**src/rtl/lr_pkg.sv**
```systemverilog
// ----------------------------------------------------------------------------
// lr_pkg: shared definitions for the line rasterizer
// Holds the default coordinate width and the request mode codes.
// ----------------------------------------------------------------------------
`default_nettype none

package lr_pkg;

  // Default coordinate width; the top level may override it (4 to 16).
  localparam int unsigned COORD_BITS_DEF = 11;

  // Request mode codes
  typedef enum logic {
    MODE_LOAD = 1'b0,
    MODE_STEP = 1'b1
  } mode_e;

endpackage : lr_pkg

`default_nettype wire

```
**src/rtl/lr_if.sv**
```systemverilog
// ----------------------------------------------------------------------------
// lr_if: request and pixel channels of the line rasterizer
// Valid/ready channels; an item moves when valid and ready are both high.
// ----------------------------------------------------------------------------
`default_nettype none

// Request channel: load endpoints or step to the next pixel
interface lr_req_if #(
  parameter int unsigned COORD_BITS = lr_pkg::COORD_BITS_DEF
);
  import lr_pkg::*;

  logic                         valid;
  logic                         ready;
  mode_e                        mode;
  logic signed [COORD_BITS-1:0] start_x;
  logic signed [COORD_BITS-1:0] start_y;
  logic signed [COORD_BITS-1:0] end_x;
  logic signed [COORD_BITS-1:0] end_y;

  modport source (output valid, mode, start_x, start_y, end_x, end_y, input ready);
  modport sink   (input valid, mode, start_x, start_y, end_x, end_y, output ready);
endinterface : lr_req_if

// Pixel channel: one pixel per item, last flags the line's final pixel
interface lr_pix_if #(
  parameter int unsigned COORD_BITS = lr_pkg::COORD_BITS_DEF
);
  logic                         valid;
  logic                         ready;
  logic signed [COORD_BITS-1:0] pixel_x;
  logic signed [COORD_BITS-1:0] pixel_y;
  logic                         last;

  modport source (output valid, pixel_x, pixel_y, last, input ready);
  modport sink   (input valid, pixel_x, pixel_y, last, output ready);
endinterface : lr_pix_if

`default_nettype wire

```
**src/rtl/line_rasterizer.sv**
```systemverilog
// ----------------------------------------------------------------------------
// line_rasterizer: Bresenham line rasterizer, all eight octants
// Loads two signed endpoints, then emits one pixel per step request,
// both endpoints included, with the final pixel flagged.
// ----------------------------------------------------------------------------
//
//   channel  dir  handshake     payload
//   req_i    in   valid/ready   mode, start_x, start_y, end_x, end_y
//   pix_o    out  valid/ready   pixel_x, pixel_y, last
//
// One request per cycle while req_i.ready is high. A step request updates the
// line state and fills the pixel register in the cycle it is taken; the pixel
// is offered the next cycle. req_i.ready is low only while the pixel register
// is full and pix_o is stalled. A load or a step while idle gives no pixel.
// Reset clears the line state to idle and empties the pixel register.
//
`default_nettype none

module line_rasterizer #(
  parameter int unsigned COORD_BITS = lr_pkg::COORD_BITS_DEF
) (
  input  wire      clk_i,
  input  wire      rst_ni,
  lr_req_if.sink   req_i,
  lr_pix_if.source pix_o
);
  import lr_pkg::*;

  localparam int unsigned CW = COORD_BITS;      // coordinate width
  localparam int unsigned DW = COORD_BITS + 1;  // delta width
  localparam int unsigned EW = COORD_BITS + 3;  // error term width

  // Line state
  logic signed [CW-1:0] cur_major_q, cur_major_d;
  logic signed [CW-1:0] cur_minor_q, cur_minor_d;
  logic signed [EW-1:0] error_term_q, error_term_d;
  logic        [DW-1:0] major_delta_q, major_delta_d;
  logic        [DW-1:0] minor_delta_q, minor_delta_d;
  logic        [DW-1:0] steps_left_q, steps_left_d;
  logic                 steep_flag_q, steep_flag_d;
  logic                 minor_down_q, minor_down_d;
  logic                 active_q, active_d;

  // Pixel register
  logic                 out_valid_q, out_valid_d;
  logic signed [CW-1:0] out_x_q, out_x_d;
  logic signed [CW-1:0] out_y_q, out_y_d;
  logic                 out_last_q, out_last_d;

  logic req_fire, is_load, is_step, emit;

  // Take a request whenever the pixel register is free or draining
  assign req_i.ready = !out_valid_q || pix_o.ready;
  assign req_fire    = req_i.valid && req_i.ready;
  assign is_load     = req_fire && (req_i.mode == MODE_LOAD);
  assign is_step     = req_fire && (req_i.mode == MODE_STEP);
  assign emit        = is_step && active_q;

  // Normalize endpoints of a load request
  logic signed [DW-1:0] dx, dy;
  logic        [DW-1:0] adx, ady;
  logic                 steep;
  logic signed [CW-1:0] ma, na, mb, nb;
  logic                 swap;
  logic signed [CW-1:0] start_minor, end_minor;
  logic        [DW-1:0] ld_major, ld_minor;
  logic signed [EW-1:0] ld_error;

  always_comb begin
    dx = {req_i.end_x[CW-1], req_i.end_x} - {req_i.start_x[CW-1], req_i.start_x};
    dy = {req_i.end_y[CW-1], req_i.end_y} - {req_i.start_y[CW-1], req_i.start_y};
    adx = dx[DW-1] ? DW'(-dx) : DW'(dx);
    ady = dy[DW-1] ? DW'(-dy) : DW'(dy);
    steep = ady > adx;
    ma = steep ? req_i.start_y : req_i.start_x;
    na = steep ? req_i.start_x : req_i.start_y;
    mb = steep ? req_i.end_y   : req_i.end_x;
    nb = steep ? req_i.end_x   : req_i.end_y;
    swap = mb < ma;
    start_minor = swap ? nb : na;
    end_minor   = swap ? na : nb;
    // Extent along each axis does not depend on the swap
    ld_major = steep ? ady : adx;
    ld_minor = steep ? adx : ady;
    ld_error = $signed({1'b0, ld_minor, 1'b0}) - $signed({2'b00, ld_major});
  end

  // Advance the line state: load, step, or hold
  logic signed [EW-1:0] two_minor, two_major;

  always_comb begin
    two_minor = $signed({1'b0, minor_delta_q, 1'b0});
    two_major = $signed({1'b0, major_delta_q, 1'b0});

    cur_major_d   = cur_major_q;
    cur_minor_d   = cur_minor_q;
    error_term_d  = error_term_q;
    major_delta_d = major_delta_q;
    minor_delta_d = minor_delta_q;
    steps_left_d  = steps_left_q;
    steep_flag_d  = steep_flag_q;
    minor_down_d  = minor_down_q;
    active_d      = active_q;

    if (is_load) begin
      cur_major_d   = swap ? mb : ma;
      cur_minor_d   = start_minor;
      error_term_d  = ld_error;
      major_delta_d = ld_major;
      minor_delta_d = ld_minor;
      steps_left_d  = ld_major;
      steep_flag_d  = steep;
      minor_down_d  = end_minor < start_minor;
      active_d      = 1'b1;
    end else if (emit) begin
      if (steps_left_q == '0) begin
        active_d = 1'b0;
      end else begin
        if (!error_term_q[EW-1]) begin
          cur_minor_d  = minor_down_q ? cur_minor_q - CW'(1) : cur_minor_q + CW'(1);
          error_term_d = error_term_q + two_minor - two_major;
        end else begin
          error_term_d = error_term_q + two_minor;
        end
        cur_major_d  = cur_major_q + CW'(1);
        steps_left_d = steps_left_q - DW'(1);
      end
    end
  end

  // Fill the pixel register on a step of an active line, drop it once taken
  always_comb begin
    out_valid_d = out_valid_q && !pix_o.ready;
    out_x_d     = out_x_q;
    out_y_d     = out_y_q;
    out_last_d  = out_last_q;
    if (emit) begin
      out_valid_d = 1'b1;
      out_x_d     = steep_flag_q ? cur_minor_q : cur_major_q;
      out_y_d     = steep_flag_q ? cur_major_q : cur_minor_q;
      out_last_d  = (steps_left_q == '0);
    end
  end

  // Control and line state registers
  always_ff @(posedge clk_i or negedge rst_ni) begin
    if (!rst_ni) begin
      cur_major_q   <= '0;
      cur_minor_q   <= '0;
      error_term_q  <= '0;
      major_delta_q <= '0;
      minor_delta_q <= '0;
      steps_left_q  <= '0;
      steep_flag_q  <= 1'b0;
      minor_down_q  <= 1'b0;
      active_q      <= 1'b0;
      out_valid_q   <= 1'b0;
    end else begin
      cur_major_q   <= cur_major_d;
      cur_minor_q   <= cur_minor_d;
      error_term_q  <= error_term_d;
      major_delta_q <= major_delta_d;
      minor_delta_q <= minor_delta_d;
      steps_left_q  <= steps_left_d;
      steep_flag_q  <= steep_flag_d;
      minor_down_q  <= minor_down_d;
      active_q      <= active_d;
      out_valid_q   <= out_valid_d;
    end
  end

  // Pixel payload
  always_ff @(posedge clk_i) begin
    out_x_q    <= out_x_d;
    out_y_q    <= out_y_d;
    out_last_q <= out_last_d;
  end

  assign pix_o.valid   = out_valid_q;
  assign pix_o.pixel_x = out_x_q;
  assign pix_o.pixel_y = out_y_q;
  assign pix_o.last    = out_last_q;

  // Checks
  a_step_emits: assert property (@(posedge clk_i) disable iff (!rst_ni)
    emit |=> out_valid_q)
    else $error("step on an active line gave no pixel");

  a_last_goes_idle: assert property (@(posedge clk_i) disable iff (!rst_ni)
    (emit && steps_left_q == '0) |=> (!active_q && out_last_q))
    else $error("final pixel did not end the line");

  a_minor_le_major: assert property (@(posedge clk_i) disable iff (!rst_ni)
    minor_delta_q <= major_delta_q)
    else $error("minor extent exceeds major extent");

  a_steps_bounded: assert property (@(posedge clk_i) disable iff (!rst_ni)
    steps_left_q <= major_delta_q)
    else $error("remaining steps exceed line length");

endmodule : line_rasterizer

`default_nettype wire
```
**src/flat_wrapper.sv**
```systemverilog
// flat-port wrapper written by rule: the top's interface ports become plain ports
module line_rasterizer_flat import lr_pkg::*;
#(
  parameter int unsigned COORD_BITS = lr_pkg::COORD_BITS_DEF
)
  (clk_i, rst_ni, req_i_valid, req_i_mode, req_i_start_x, req_i_start_y, req_i_end_x, req_i_end_y, req_i_ready, pix_o_valid, pix_o_pixel_x, pix_o_pixel_y, pix_o_last, pix_o_ready);
  lr_req_if #(.COORD_BITS(COORD_BITS)) req_i_i ();
  lr_pix_if #(.COORD_BITS(COORD_BITS)) pix_o_i ();
  input  wire clk_i;
  input  wire rst_ni;
  input wire logic [$bits(req_i_i.valid)-1:0] req_i_valid;
  input wire logic [$bits(req_i_i.mode)-1:0] req_i_mode;
  input wire logic [$bits(req_i_i.start_x)-1:0] req_i_start_x;
  input wire logic [$bits(req_i_i.start_y)-1:0] req_i_start_y;
  input wire logic [$bits(req_i_i.end_x)-1:0] req_i_end_x;
  input wire logic [$bits(req_i_i.end_y)-1:0] req_i_end_y;
  output wire logic [$bits(req_i_i.ready)-1:0] req_i_ready;
  output wire logic [$bits(pix_o_i.valid)-1:0] pix_o_valid;
  output wire logic [$bits(pix_o_i.pixel_x)-1:0] pix_o_pixel_x;
  output wire logic [$bits(pix_o_i.pixel_y)-1:0] pix_o_pixel_y;
  output wire logic [$bits(pix_o_i.last)-1:0] pix_o_last;
  input wire logic [$bits(pix_o_i.ready)-1:0] pix_o_ready;
  assign req_i_i.valid = req_i_valid;
  assign req_i_i.mode = req_i_mode;
  assign req_i_i.start_x = req_i_start_x;
  assign req_i_i.start_y = req_i_start_y;
  assign req_i_i.end_x = req_i_end_x;
  assign req_i_i.end_y = req_i_end_y;
  assign req_i_ready = req_i_i.ready;
  assign pix_o_valid = pix_o_i.valid;
  assign pix_o_pixel_x = pix_o_i.pixel_x;
  assign pix_o_pixel_y = pix_o_i.pixel_y;
  assign pix_o_last = pix_o_i.last;
  assign pix_o_i.ready = pix_o_ready;
  line_rasterizer #(.COORD_BITS(COORD_BITS)) u_core (.clk_i(clk_i), .rst_ni(rst_ni), .req_i(req_i_i), .pix_o(pix_o_i));
endmodule
```
**config.mk**
```make
export PLATFORM = sky130hd
export DESIGN_NAME = line_rasterizer_flat
export DESIGN_NICKNAME = d
export VERILOG_FILES = /design/src/rtl/lr_pkg.sv /design/src/rtl/lr_if.sv /design/src/rtl/line_rasterizer.sv /design/src/flat_wrapper.sv
export SDC_FILE = /design/constraint.sdc
export NUM_CORES = 1
export LEC_CHECK = 0
export ABC_CLOCK_PERIOD_IN_PS = 4770
export BUFFER_PORTS_ARGS = -buffer_cell sky130_fd_sc_hd__buf_4
export CORE_MARGIN = 5
export CORE_UTILIZATION = 32
export DETAILED_ROUTE_END_ITERATION = 8
export GPL_TIMING_DRIVEN = 0
export SYNTH_ARGS = -nofsm -noshare
export SYNTH_HDL_FRONTEND = slang
export SYNTH_SLANG_ARGS = --single-unit
export TNS_END_PERCENT = 1
```
**constraint.sdc**
```tcl
create_clock -name clk_i -period 4.77 [get_ports clk_i]
set_input_delay 0.477 -clock clk_i [delete_from_list [all_inputs] [get_ports clk_i]]
set_output_delay 0.477 -clock clk_i [all_outputs]
set_load 0.01 [all_outputs]
```
-- Word level (Yosys, flattened, before mapping)
Index checks and enable logic that the tools add are counted.
W data, S select, Z words.
- input port bits: 49
- output and inout bits: 25
- bits in writable memories: 0
- word-level logic and storage cells: 76
- memories kept: 0
- flip-flop bits (word level): 99
- memory bits (read-only): 0
- latch bits: 0
- div/mod/pow operators: 0
- add/sub/neg operators: 11
- equality and inequality tests: 2
- multiplexer cells: 32
- shift operators: 0
- $mul: 0
- $lt $le $gt $ge: 3
- bitwise logic cells: 1
- reduce and logical (&&, ||, !) cells: 14
- operators with widths (kind ; count):
    $mux W11 ; 17
    $mux W12 ; 7
    $mux W14 ; 4
    $neg A12 Y12 ; 2
    $sub A11 B11 Y12 ; 2
    $add A11 B2 Y11 const B ; 2
    $lt A11 B11 Y1 ; 2
    $add A14 B14 Y14 ; 1
    $sub A13 B12 Y14 ; 1
    $sub A14 B14 Y14 ; 1
    $gt A12 B12 Y1 ; 1
    $logic_not A12 Y1 ; 1
    $sub A12 B1 Y12 const B ; 1
    $sub A11 B2 Y11 const B ; 1
    $logic_and A1 B1 Y1 ; 5
    $mux W1 ; 4
    $reduce_and A2 Y1 ; 2
    $reduce_bool A2 Y1 ; 2
    $reduce_and A3 Y1 ; 1
    $logic_not A1 Y1 ; 2
    $ne A2 B1 Y1 const B ; 1
    $ne A2 B2 Y1 const B ; 1
    $logic_or A1 B1 Y1 ; 1
    $not A1 Y1 ; 1

-- Depth between registers and ports, before layout
Gate-level depths: netlist of the first run.
- word-level depth: 8
- mapped depth: 47
- gate-level depth less buffers: 41

-- Least setup slack after synthesis of the first run
OpenSTA, ideal clock, no wires.
- kind: in2reg
- start point: input req_i_end_x[0]
- end point: register u_core.minor_down_q
- setup slack: -4.723 ns
- library setup time: 0.077 ns
- data arrival time: 9.416 ns
- buffers on the path: 6
- cell stages on the path: 44
- required time: 4.693 ns
- path through: inv_1 ha_1 fa_1 nor2b_1 o21a_1 nor2_1 xnor2_1 or3_1 or2_2 or4_1 or4_4 ha_1 nand4_1 a211oi_1 o31a_1 clkbuf_1 clkbuf_1 clkbuf_1 (+8 left out) a21boi_1 or2_2 buf_2 buf_2 buf_2 mux2i_1 ha_1 a21o_1 a21oi_1 nor2b_1 o21ai_0 nand2b_1 a21oi_1 o21bai_1 a211oi_1 a21oi_1 mux2_2 a21oi_1
- word-level cells in the longest chain between the ends: 8
- elaborated cells between the ends (all ways): 12
- those cells by class: add/sub: 2; order compare: 3; mux: 7
- RTL lines (element ; RTL line ; RTL):
    start, declared ; flat_wrapper.sv:15 ; input wire logic [$bits(req_i_i.end_x)-1:0] req_i_end_x;
    $sub A11 B11 Y12 ; line_rasterizer.sv:70 ; dx = {req_i.end_x[CW-1], req_i.end_x} - {req_i.start_x[CW-1], req_i.start_x};
    $neg A12 Y12 ; line_rasterizer.sv:72 ; adx = dx[DW-1] ? DW'(-dx) : DW'(dx);
    $mux W12 ; line_rasterizer.sv:72 ;
    $gt A12 B12 Y1 ; line_rasterizer.sv:74 ; steep = ady > adx;
    $mux W11 (on tied branches) ; line_rasterizer.sv:77, line_rasterizer.sv:75 ;
    $lt A11 B11 Y1 ; line_rasterizer.sv:79 ; swap = mb < ma;
    $mux W11 (on tied branches) ; line_rasterizer.sv:81, line_rasterizer.sv:80 ;
    $lt A11 B11 Y1 (*) ; line_rasterizer.sv:113 ; minor_down_d = end_minor < start_minor;
    end signal, assigned ; line_rasterizer.sv:166 ; minor_down_q <= minor_down_d;
    end, declared ; line_rasterizer.sv:41 ; logic minor_down_q, minor_down_d;
Every way passes the cells marked *; elsewhere a longest branch is shown, timed or not.
A chain may end at the register's enable or synchronous reset.

-- Final worst setup path of the first run
Ends and elaborated chain as after synthesis.

==> results of run 1 <==
==> cell usage in the layout (no fill, tap or decap), drive strengths merged, types with 5 or more instances in the layout <==
cell type,synthesis,layout
mux2,43,43
nor2b,13,13
nand3,19,19
mux2i,28,28
ha,102,102
o41ai,5,5
nand2b,29,29
nor2,102,102
nand4,7,7
xor2,39,39
or3,9,9
edfxtp,23,23
o21bai,7,7
nor4,10,10
o31ai,6,6
clkbuf,40,45
buf,5,120
nand2,117,117
and3,7,7
or4,9,9
o21ai,72,72
nor3,21,21
o211ai,18,18
o22ai,5,5
fa,6,6
dfrtp,75,75
a21oi,99,99
a211oi,12,12
o21a,11,11
xnor2,52,52
inv,77,80
a21o,16,16
a31oi,10,10
==> timing repair <==
action                                  in CTS  in global routing
endpoints found under the setup margin      73                 73
pin swaps                                   47                 42
gates cloned                                 1                  0
buffers inserted                            26                 10
gates resized for setup                    146                 56
==> worst max-delay path by stage <==
stage	start	endpoint	slack, ps	depth (start not counted)
after floorplan	req_i_end_x[0]	u_core.minor_down_q	-3850	43
after detailed placement	req_i_start_x[1]	u_core.minor_down_q	-5520	45
after CTS	req_i_end_x[0]	u_core.minor_down_q	-4060	44
after global routing	req_i_end_y[0]	u_core.minor_down_q	-4390	46
after global placement	req_i_start_x[1]	u_core.minor_down_q	-5440	45
final	req_i_end_x[0]	u_core.minor_down_q	-4050	45
==> per-stage QoR <==
step	std cells	TNS, ps	setup slack [ps]
2_1_floorplan	1131	-85890	-3850
3_3_place_gp	1588	-174360	-5440
3_5_place_dp	1588	-179310	-5520
4_1_cts	1631	-82660	-4060
5_1_grt	1641	-94920	-4390
6_report	1641	-83000	-4050
==> state kept, by name, indices dropped and copies added (netlist names) <==
signal / cells
u_core.error_term_q: 13
u_core.pix_o.pixel_x: 11
u_core.active_q: 1
u_core.pix_o.valid: 1
u_core.major_delta_q: 12
u_core.pix_o.last: 1
u_core.cur_major_q: 11
u_core.pix_o.pixel_y: 11
u_core.steps_left_q: 12
u_core.minor_down_q: 1
u_core.steep_flag_q: 1
u_core.minor_delta_q: 12
u_core.cur_minor_q: 11
==> kinds of logic (layout without fill, tap and decap cells) <==
group	Yosys count	count (layout)	synth area share, %
AO/OA/AOI/OAI	288	288	18.7
XOR/XNOR	91	91	8.54
adder cells (fa/ha/maj)	108	108	14.8
buffers and inverters	122	248	4.91
flip-flops	98	98	27.3
multiplexers	71	71	8.25
AND/OR/NAND/NOR	353	353	17.5
==> layout make-up <==
type	instances	area [um^2]	area share, %
Multi-Input combinational cell	911	7030	58.6
Sequential cell	98	2570	21.4
Timing Repair Buffer	110	885	7.37
Tap cell	384	480	4.00
Buffer	45	455	3.79
Inverter	77	294	2.45
Clock buffer	10	239	1.99
Clock inverter	6	48.8	0.407
==> routing by layer <==
metal / share of wire [%] / global-route usage [%] / wire, um
met5: 0 / 0 / 0
met4: 2.1 / 4.71 / 628
met3: 4.4 / 1.42 / 1300
met2: 46 / 28.4 / 13600
met1: 48 / 25.6 / 14300
==> flow_summary_export.csv, run 1 <==
group,metric,value,unit
critical_path,max_stage_delay,590,ps
floorplan,initial_core_util,32.6,%
synthesis,yosysWarnings,0,
cells_and_area,fin_nets,1409,
clocking,clockBufferDepth,2,
synthesis,ys_top_cells_by_area,"dfrtp_1 20%, ha_1 14%, edfxtp_1 7.3%",
critical_path,arrival,9100,ps
clocking,cts_tree,"built",
floorplan,die_y,182,um
critical_path,start_kind,"primary input",
critical_path,path_class,"in2reg",
routing,postRouteWirelength,29.8,mm
synthesis,netlist_instances,1131,
critical_path,crit_path_end_kind,"register",
critical_path,r2r_start,"u_core.minor_delta_q[0]",
synthesis,syn_nets,1288,
worst_hold_path,min-delay-path-class,"in2async",
routing,drtIter0Drc,540,
synthesis,async_reset_ff_share,76.5,%
sta,worstMarginPinSlew,987,ps
global_routing,grt_max_degree,76,
critical_path,reg2regPathDepth,17,
critical_path,cp_max_fo,10,
cells_and_area,n_antenna_cell,0,
clocking,clockRootBuffer,"clkbuf_16",
run_status,violations,"setup timing",
floorplan,row_count,62,
place,io_buffers,73,
sta,rsz0062_at_grt,"yes",
clocking,h-tree-depth,3,
critical_path,critical_path.slowest_cell,"or4_4",
global_routing,grt_pass1_vias,8569,
critical_path,r2r-end,"u_core.error_term_q[13]",
critical_path,reg2reg_slack,710,ps
synthesis,synth_largest_area_cell,"dfrtp_1",
cells_and_area,syn2layout_area_growth,27.4,%
sta,period_needed,8820,ps
cells_and_area,fin_area,12000,um^2
run_status,status,"finished, violations left",
routing,routed-via-count,8738,
synthesis,ys_ff_latch,98,
synthesis,ys_types,59,
sta,fmax,113,MHz
critical_path,worstPathRequired,5050,ps
sta,setup_violations,72,
floorplan,coreArea,28900,um^2
clocking,cts-buffers-inserted,9,
synthesis,synth_seq_area_share,27.3,%
floorplan,die_width,182,um
routing,dr.pass1.iters,5,
synthesis,synth_most_common_cell,"nand2_1",
global_routing,gr-total-overflow,0,
job,drv_cap,0,
clocking,clkTransAtPathRegs,70,ps
floorplan,ioPinCount,74,
clocking,clk_latency,350,ps
synthesis,synth_area,9420,um^2
global_routing,grt_pass1_wl,47.2,mm
routing,viasPerCell,5.32,
sta,hold_viol,0,
sta,whs,281,ps
synthesis,yosys-top-cells-count,"116 x nand2_1, 102 x ha_1, 102 x nor2_1",
critical_path,critical_path.top_delay_family,"simple AND/OR/NAND/NOR gates",
place,dp_hpwl,23.2,mm
synthesis,synth_top_flop_cell,"dfrtp_1",
clocking,cts_sinks,98,
clocking,cts.hold.buffers_added,0,
synthesis,avgSynthCellArea,8.33,um^2
global_routing,antenna_found_initial,0,
cells_and_area,fillers,2911,
cells_and_area,utilization,41.6,%
synthesis,synth_edf_count,23,
routing,drc,0,
synthesis,synth_top_area_share,19.9,%
place,dpl_cell_area,10600,um^2
sta,report.final.slew_viol_count,0,
sta,finalWorstSetupSlack,-4050,ps
global_routing,grt_usage,17.7,%
place,gp_congestion,0.933,
sta,slew_headroom,34.2,%
routing,ant_nets,0,
cells_and_area,drive_gt1_share,23.3,%
sta,finClkSkew,7.44,ps
floorplan,die_area,33000,um^2
sta,period_share,185,%
critical_path,critPathBufInv,8,
routing,wl_per_cell,18.2,um
Power of run 1 is left out: the tool's default activity adds up to more than one toggle a clock period on the data nets, which glitch-free logic cannot reach.
==> run 2, diff against run 1 <==
--- a/config.mk
+++ b/config.mk
@@ -8,8 +8,11 @@
 export ABC_CLOCK_PERIOD_IN_PS = 4770
 export BUFFER_PORTS_ARGS = -buffer_cell sky130_fd_sc_hd__buf_4
+export CELL_PAD_IN_SITES_DETAIL_PLACEMENT = 0
+export CELL_PAD_IN_SITES_GLOBAL_PLACEMENT = 1
 export CORE_MARGIN = 5
 export CORE_UTILIZATION = 32
 export DETAILED_ROUTE_END_ITERATION = 8
 export GPL_TIMING_DRIVEN = 0
+export PLACE_DENSITY_LB_ADDON = 0.1
 export SYNTH_ARGS = -nofsm -noshare
 export SYNTH_HDL_FRONTEND = slang
==> constraint.sdc (replaced) <==
create_clock -name clk_i -period 4.77 [get_ports clk_i]
set_input_delay 0.7155 -clock clk_i [delete_from_list [all_inputs] [get_ports clk_i]]
set_output_delay 0.7155 -clock clk_i [all_outputs]
set_load 0.01 [all_outputs]
==> run 2 against run 1 <==
The flow still finishes with violations (setup timing). Routed wire length up 7.0%. Clock-buffer cell count increased by 1. Die area unchanged. Final cell count fell by 0.43%. Setup slack worse by 120 ps. Largest cell class unchanged. Fmax is 1.3% lower. Clock skew rose by 4.6 ps. Critical endpoint unchanged. Final area shrank 0.39%. Register-to-register slack worse by 220 ps. Hold slack gained 210 ps. Core utilization is 0.16 points lower.
==> flow_summary_export.csv, run 2 (synthesis results as in run 1) <==
group,metric,value,unit
sta,period_share,187,%
place,io_buffers,73,
job,drv_cap,0,
worst_hold_path,min-delay-path-class,"reg2reg",
cells_and_area,final_common_cell,"nand2_1",
floorplan,initial_core_util,32.6,%
run_status,violations,"setup timing",
floorplan,die_width,182,um
clocking,h-tree-depth,3,
routing,drc,0,
floorplan,die_y,182,um
place,dp.cells,1588,
routing,drtIter0Drc,575,
place,dp_hpwl,25.5,mm
floorplan,die_area,33000,um^2
clocking,cts_tree,"built",
cells_and_area,finalNonFillerCells,1634,
cells_and_area,fin_nets,1402,
sta,period_needed,8940,ps
critical_path,start_kind,"primary input",
clocking,clockRootBuffer,"clkbuf_16",
critical_path,reg2reg_slack,490,ps
global_routing,grt_max_degree,76,
floorplan,ioPinCount,74,
routing,dr.pass1.iters,5,
sta,worstMarginPinSlew,1030,ps
sta,report.final.slew_viol_count,0,
cells_and_area,n_antenna_cell,0,
floorplan,coreArea,28900,um^2
critical_path,critical_path.slowest_cell,"or4_4",
routing,ant_nets,0,
floorplan,row_count,62,
global_routing,antenna_found_initial,0,
place,pre_cts_ws,-6060,ps
routing,wl_per_cell,19.5,um
clocking,cts-buffers-inserted,9,
routing,viasPerCell,5.15,
global_routing,grt_usage,19.1,%
critical_path,cpMostUsedCell,"ha_4",
critical_path,path_class,"in2reg",
cells_and_area,largest_register,"u_core.error_term_q",
global_routing,grt_pass1_wl,49.6,mm
sta,setup_violations,73,
routing,postRouteWirelength,31.9,mm
clocking,clk_latency,350,ps
run_status,status,"finished, violations left",
critical_path,max_stage_delay,590,ps
clocking,clkTransAtPathRegs,70,ps
critical_path,worstPathRequired,5050,ps
critical_path,cp_max_fo,10,
routing,routed-via-count,8416,
sta,tns,-99060,ps
clocking,clockBufferDepth,2,
critical_path,crit_path_end_kind,"register",
sta,finClkSkew,12.0,ps
sta,hold_viol,0,
place,gp_congestion,0.891,
global_routing,grt_pass1_vias,8511,
sta,slew_headroom,31.2,%
cells_and_area,layout_common_cells,"113 x nand2_1, 99 x buf_4, 94 x ha_1",
global_routing,gr-total-overflow,0,
cells_and_area,largest_reg_flops,13,
cells_and_area,drive_gt1_share,22.6,%
cells_and_area,syn2layout_area_growth,26.9,%
critical_path,arrival,9210,ps
sta,rsz0062_at_grt,"yes",
clocking,cts_sinks,98,
sta,fmax,112,MHz
sta,finalWorstSetupSlack,-4170,ps
==> run 2: cell count changes in the layout (fill, tap and decap cells not counted), moves of 3 or more <==
cell and change:
nor2_2 -4, xor2_2 +3, o21ai_2 -4, nor2_1 +3, buf_8 -3, o21ai_0 +4, buf_4 -4
==> run 2: layout make-up <==
type / count / area (um^2)
plain buffers: 45 / 452
clock buffers: 11 / 233
clock inverters: 5 / 62.6
fillers: 2949 / 16900
inverters: 77 / 292
multi-input cells: 911 / 7060
flip-flops and latches: 98 / 2570
well taps: 384 / 480
repair buffers: 103 / 808
==> run 2: worst max-delay path, delay by kind of cell <==
kind / cells / cell delay, ps
adder cells (fa/ha/maj): 5 / 1320
AND/OR/NAND/NOR: 13 / 2960
multiplexers: 2 / 620
buffers and inverters: 6 / 790
XOR/XNOR: 1 / 170
AO/OA/AOI/OAI: 16 / 2600
==> run 2: stage by stage <==
stage               util [%]  instance area [um^2]  hold slack, ps
finish                  41.4                 12000             492
CTS                     40.4                 11700             483
floorplan                  -                  9560             420
detailed placement      36.7                 10600             466
global route            41.4                 12000             505
global placement        36.7                 10600             462
==> run 2: worst paths after layout <==
kind                       depth (start not counted)                      end                     from
hold reg to reg                                    2          u_core.active_q          u_core.active_q
min in group asynchronous                          1  u_core.minor_delta_q[2]                   rst_ni
setup reg to reg                                  17  u_core.error_term_q[13]  u_core.minor_delta_q[0]
hold / removal                                     2          u_core.active_q          u_core.active_q
max in group asynchronous                          1    u_core.cur_minor_q[9]                   rst_ni
setup / recovery                                  43      u_core.minor_down_q           req_i_end_x[0]
==> run 2: repair_timing <==
item,CTS,global route
resized for setup,108,88
hold buffers,0,0
endpoints found under the setup margin,73,73
cloned,1,0
buffers inserted,28,1
pin swaps,31,22
==> run 2: routing by layer <==
layer | GRT usage (%) | up-vias | wire length, um
met3 | 1.72 | 25 | 1100
li1 | - | 4233 | -
met1 | 28.2 | 3980 | 16300
met5 | 0 | - | 0
met4 | 3.57 | 0 | 378
met2 | 30.6 | 178 | 14200
Power of run 2 is left out for the same reason.
